===== src/hdl/assert_macros.svh =====
// Assertion macros for the RTL files of the palette search block.
`ifndef ASSERT_MACROS_SVH
`define ASSERT_MACROS_SVH

// Concurrent check sampled on the rising clock edge, disabled while reset is low.
`define NPCS_ASSERT(label, clk, rst_n, prop, msg) \
  label: assert property (@(posedge clk) disable iff (!rst_n) (prop)) else $error(msg);

// Implication check whose consequent is taken in the cycle after its antecedent.
`define NPCS_ASSERT_NEXT(label, clk, rst_n, ante, cons, msg) \
  `NPCS_ASSERT(label, clk, rst_n, (ante) |=> (cons), msg)

`endif


===== src/hdl/npcs_pkg.sv =====
// Types and constants shared by the nearest palette color search modules.
package npcs_pkg;

  localparam int unsigned NUM_CH = 3;
  localparam int unsigned DIST_W = 18;
  localparam logic [DIST_W-1:0] DIST_MAX = {DIST_W{1'b1}};
  localparam logic [7:0] CH_KEEP_MASK = 8'hFC;

  localparam logic [1:0] KIND_WRITE   = 2'd0;
  localparam logic [1:0] KIND_NEAREST = 2'd1;
  localparam logic [1:0] KIND_READ    = 2'd2;
  localparam logic [1:0] KIND_UNUSED  = 2'd3;

  typedef struct packed {
    logic [1:0] kind;
    logic [7:0] entry_index;
    logic [7:0] red_in;
    logic [7:0] green_in;
    logic [7:0] blue_in;
  } in_item_t;

  typedef struct packed {
    logic [7:0] nearest_index;
    logic [7:0] red_out;
    logic [7:0] green_out;
    logic [7:0] blue_out;
    logic       palette_empty;
  } out_item_t;

  // Data handed from one distance cell to the next.
  typedef struct packed {
    logic              valid;
    logic              last;
    logic [23:0]       entry;
    logic [DIST_W-1:0] dist_sum;
  } cell_bus_t;

  localparam out_item_t EMPTY_RESULT = '{
    nearest_index: 8'h00,
    red_out:       8'h00,
    green_out:     8'h00,
    blue_out:      8'h00,
    palette_empty: 1'b1
  };

endpackage


===== src/hdl/npcs_cell.sv =====
// One distance cell: adds the squared difference of one color channel and passes on.
module npcs_cell (
  input  logic                 clk_i,
  input  logic                 rst_ni,
  input  logic                 load_i,
  input  logic [7:0]           query_i,
  input  npcs_pkg::cell_bus_t  bus_i,
  output npcs_pkg::cell_bus_t  bus_o
);

  logic [7:0]          query_q;
  logic [7:0]          chan;
  logic [7:0]          diff;
  logic [15:0]         sq;
  npcs_pkg::cell_bus_t bus_d;
  npcs_pkg::cell_bus_t bus_q;

  // The channel under work always sits in the top byte; the entry is shifted
  // so the neighbor finds its own channel there.
  always_comb begin
    chan = bus_i.entry[23:16];
    diff = (chan > query_q) ? (chan - query_q) : (query_q - chan);
    sq   = {8'h00, diff} * {8'h00, diff};
    bus_d.valid    = bus_i.valid;
    bus_d.last     = bus_i.last;
    bus_d.entry    = {bus_i.entry[15:0], 8'h00};
    bus_d.dist_sum = bus_i.dist_sum + npcs_pkg::DIST_W'(sq);
  end

  always_ff @(posedge clk_i or negedge rst_ni) begin
    if (!rst_ni) begin
      bus_q   <= '0;
      query_q <= '0;
    end else begin
      bus_q <= bus_d;
      if (load_i) begin
        query_q <= query_i;
      end
    end
  end

  assign bus_o = bus_q;

endmodule


===== config.mk =====
export PLATFORM = sky130hd
export DESIGN_NAME = npcs_cell
export DESIGN_NICKNAME = d
export VERILOG_FILES = /design/src/hdl/assert_macros.svh /design/src/hdl/npcs_pkg.sv /design/src/hdl/npcs_cell.sv
export SDC_FILE = /design/constraint.sdc
export NUM_CORES = 1
export LEC_CHECK = 0
export BUFFER_PORTS_ARGS = -buffer_cell sky130_fd_sc_hd__buf_2
export CAP_MARGIN = 10
export CORE_ASPECT_RATIO = 1.25
export CORE_MARGIN = 10
export CORE_UTILIZATION = 59
export DETAILED_ROUTE_END_ITERATION = 6
export PLACE_DENSITY = 0.86
export SYNTH_ARGS = -nofsm -noshare
export SYNTH_HDL_FRONTEND = slang
export SYNTH_SLANG_ARGS = --single-unit

===== constraint.sdc =====
create_clock -name clk_i -period 9.6 [get_ports clk_i]
set_input_delay 0.96 -clock clk_i [delete_from_list [all_inputs] [get_ports clk_i]]
set_output_delay 0.96 -clock clk_i [all_outputs]
set_load 0.02 [all_outputs]

Word level (Yosys, flattened, before mapping)
Index checks and enable logic that the tools add are counted.

Flip-flop bits (word level): 44. Input bits: 55.

$lt $le $gt $ge: 1. Multipliers: 1. Muxes and demuxes: 1. Add/subtract/negate cells: 3.

Operators with widths (number): adder 18 x 16 -> 18 bit (1); multiplier 8 x 8 -> 16 bit (1); subtractor 8 bit (2); greater-than comparator 8 bit (1); two-way mux 8 bit (1).

Depth between registers and ports, before layout
Word-level depth: 4. Mapped depth: 27.

Worst setup path before layout
Ideal clock, no wire load.

Path kind: input port to flip-flop. Start: input bus_i[39] (netlist bit). End: register bus_q, in the netlist bus_o[14]. Data required time: 9468 ps. Slack: 2768 ps. Stages: 25. Data arrival time: 6700 ps. Path buffers: 1. Cells stage by stage: inv_1 -> ha_1 -> buf_6 -> a21o_1 -> a211o_1 -> o21ai_4 -> mux2i_1 -> xor2_1 -> inv_1 -> nand2_1 -> fa_1 -> fa_1 -> inv_1 -> ha_1 -> inv_1 -> fa_1 -> inv_1 -> ha_1 -> a21o_1 -> a21o_1 -> a311oi_2 -> o221ai_1 -> a2111oi_0 -> nor3_1 -> xor2_1.

RTL lines: start: declaration (RTL line npcs_cell.sv:7) `input npcs_pkg::cell_bus_t bus_i,`; end signal: assignment (RTL line npcs_cell.sv:35) `bus_q <= bus_d;`; end: declaration (RTL line npcs_cell.sv:16) `npcs_pkg::cell_bus_t bus_q;`.

==> qor.yml <==
grt_pass1_wl_microns: 14600
rsz0062_at_grt: "false"
viasPerCell: 5.18
critPathMaxFanout: 8
relSlewSlack: 0.352
worstMarginPinSlew_ns: 0.972
final-max-slew-violation-count: 0
initial_core_util: 0.600
syn_inst: 413
fin_nets: 654
cts-hold-fix-buffers: 0
fp.dieH_microns: 114
wl_microns: 8820
cap_violations: 0
gp_congestion: 0.924
post-route-period-util: 0.772
antenna_found_initial: 0
fp-row-count: 34
clockRootBuffer: "clkbuf_8"
fin_util: 0.688
grt_usage: 0.167
first_pass_iters: 4
vias: 3072
timing.fmax_ghz: 0.135
crit_type: "input pin to flop"
cts_resized: 0
grt_pass1_vias: 3244
hold_viol_final: 0
tritoncts: "built"
grt_max_degree: 45
clkTransAtPathRegs_ns: 0.09
fp.dieW_microns: 94.9
drt_drc_violations_left: 0
core_sq_um: 6890
cts_buffer_depth: 2
syn_area_sq_um: 4130
min_period_ns: 7.41
outcome: "finished, final reports clean"
synth.distinct_cells: 46
overflow: 0
skew_ns: 0.00381
io_pins: 99
cts_inserted_buffers: 5
port_buffers: 90
cp.required_ns: 9.79
clock_latency_ns: 0.30
drtIter0Drc: 168
drive_gt1_frac: 0.225
worstPathArrival_ns: 7.60
ys_seq_area_frac: 0.266
setup_viol: 0
cts_max_level: 2
dieArea_sq_um: 10800
synth.avg_cell_area_sq_um: 10.0
postCtsSetupBuffers: 0
routedWlPerCell_microns: 14.9
synth_warnings: 0
hold_class: "flop to flop"
area_growth_pct: 14.7
hpwl_microns: 7190
synth-seq-cells: 44
worstSetupStartpointType: "input pin"
setup_tns_ns: 0
clock-sinks: 44
antennaDiodeCount: 0
endpoint_kind: "flop"
ant_nets: 0
[cell usage after synthesis (all sizes together)]
| cell type | count | area (sq um) |
|---|---|---|
| inv | 93 | 349 |
| conb | 1 | 3.75 |
| nand2b | 1 | 6.26 |
| a2111oi | 1 | 8.76 |
| a21o | 13 | 97.6 |
| xnor2 | 16 | 155 |
| ha | 58 | 726 |
| nor2 | 29 | 121 |
| or2 | 7 | 43.8 |
| nand3 | 4 | 20.0 |
| nand2 | 16 | 60.1 |
| a311oi | 3 | 32.5 |
| xor2 | 10 | 95.1 |
| nor3 | 3 | 15.0 |
| mux2i | 8 | 80.1 |
| o31ai | 1 | 7.51 |
| dfrtp | 44 | 1100 |
| a21oi | 11 | 55.1 |
| o221ai | 1 | 8.76 |
| a221o | 1 | 10.0 |
| and2 | 1 | 6.26 |
| a211oi | 2 | 15.0 |
| and3 | 3 | 23.8 |
| nor2b | 2 | 12.5 |
| a21boi | 2 | 18.8 |
| fa | 39 | 781 |
| o21a | 2 | 15.0 |
| a31oi | 5 | 37.5 |
| and4 | 1 | 8.76 |
| clkbuf | 2 | 7.51 |
| buf | 13 | 93.8 |
| a211o | 1 | 8.76 |
| o21ai | 18 | 101 |
| or3 | 1 | 6.26 |
[worst max-delay path, cell delays in order]
cell and delay (ns):
buf_2 0.09, inv_1 0.04, ha_1 0.38, a21o_1 0.21, a211o_1 0.32, o21ai_4 0.30, mux2i_1 0.29, xor2_1 0.62
inv_1 0.18, nand2_1 0.18, fa_1 0.46, fa_1 0.53, inv_1 0.05, ha_1 0.27, inv_1 0.05, fa_1 0.58
inv_1 0.05, ha_1 0.29, a21o_1 0.17, a21o_1 0.21, a311oi_2 0.40, o221ai_1 0.23, a2111oi_0 0.45, nor3_1 0.12
xor2_1 0.16
[registers in the layout, indices dropped and copies added, names as in the netlist]
signal,flops
bus_o,36
query_q,8
[cells in the final DEF, fill, tap and decap left out, types with 2 or more instances in the layout]
| cell | Yosys | layout |
|---|---|---|
| conb_1 | 1 | 8 |
| a311oi_1 | 2 | 2 |
| nor2_1 | 26 | 26 |
| nor3_1 | 3 | 3 |
| inv_1 | 93 | 93 |
| a31oi_1 | 4 | 4 |
| dfrtp_1 | 44 | 44 |
| fa_1 | 39 | 39 |
| o21ai_0 | 17 | 17 |
| a21oi_1 | 11 | 11 |
| nor2_2 | 2 | 2 |
| buf_2 | 3 | 90 |
| xor2_1 | 9 | 9 |
| nand2_1 | 16 | 16 |
| or2_2 | 4 | 4 |
| o21a_1 | 2 | 2 |
| a211oi_1 | 2 | 2 |
| and3_1 | 2 | 2 |
| a21o_1 | 13 | 13 |
| xnor2_2 | 2 | 2 |
| mux2i_1 | 8 | 8 |
| ha_1 | 58 | 58 |
| nor2b_1 | 2 | 2 |
| or2_1 | 3 | 3 |
| xnor2_1 | 14 | 14 |
| nand3_1 | 4 | 4 |
| clkbuf_8 | 0 | 6 |
[per-stage QoR]
stage,cell area [sq um],hold WS (ns),setup WS (ns),instances
3_5_place_dp,4620,0.564,2.00,585
5_1_grt,4740,0.619,1.81,593
3_3_place_gp,4620,0.531,2.22,585
6_report,4740,0.570,2.19,593
4_1_cts,4740,0.580,2.23,593
2_1_floorplan,4160,0.507,2.77,420
[layout make-up]
cell class,instances,area [sq um]
Timing Repair Buffer,90,450
Tap cell,90,113
Fill cell,546,2150
Multi-Input combinational cell,268,2610
Clock buffer,6,82.6
Inverter,93,349
Sequential cell,44,1100
Clock inverter,2,38.8
[kinds of logic after synthesis]
group / count (synthesis) / synth area share
AO/OA/AOI/OAI: 61 / 0.101
XOR/XNOR: 26 / 0.0606
adder cells (fa/ha/maj): 97 / 0.365
buffers and inverters: 108 / 0.109
flip-flops: 44 / 0.266
multiplexers: 8 / 0.0194
other: 1 / 0.000907
AND/OR/NAND/NOR: 68 / 0.0784
[worst paths after layout]
| check | startpoint | end | slack, ns | cells after the start |
|---|---|---|---|---|
| min in group asynchronous | rst_ni | bus_o[28] | 0.81 | 1 |
| setup / recovery | bus_i[39] | bus_o[14] | 2.19 | 25 |
| max in group asynchronous | rst_ni | query_q[5] | 8.19 | 1 |
| hold reg to reg | query_q[7] | query_q[7] | 0.57 | 2 |
| hold / removal | query_q[7] | query_q[7] | 0.57 | 2 |
| setup reg to reg | query_q[5] | bus_o[14] | 2.59 | 23 |
[routing by layer]
metal / up-vias / part of all wire / wire length (microns) / track usage
met5: - / 0 / 0 / 0
met4: 0 / 0.034 / 303 / 0.0750
met3: 30 / 0.055 / 487 / 0.0335
met2: 97 / 0.55 / 4850 / 0.303
met1: 1485 / 0.36 / 3180 / 0.180
li1: 1460 / - / - / -
Power is left out: the tool's default activity adds up to more than one toggle a clock period on the data nets, which glitch-free logic cannot reach.
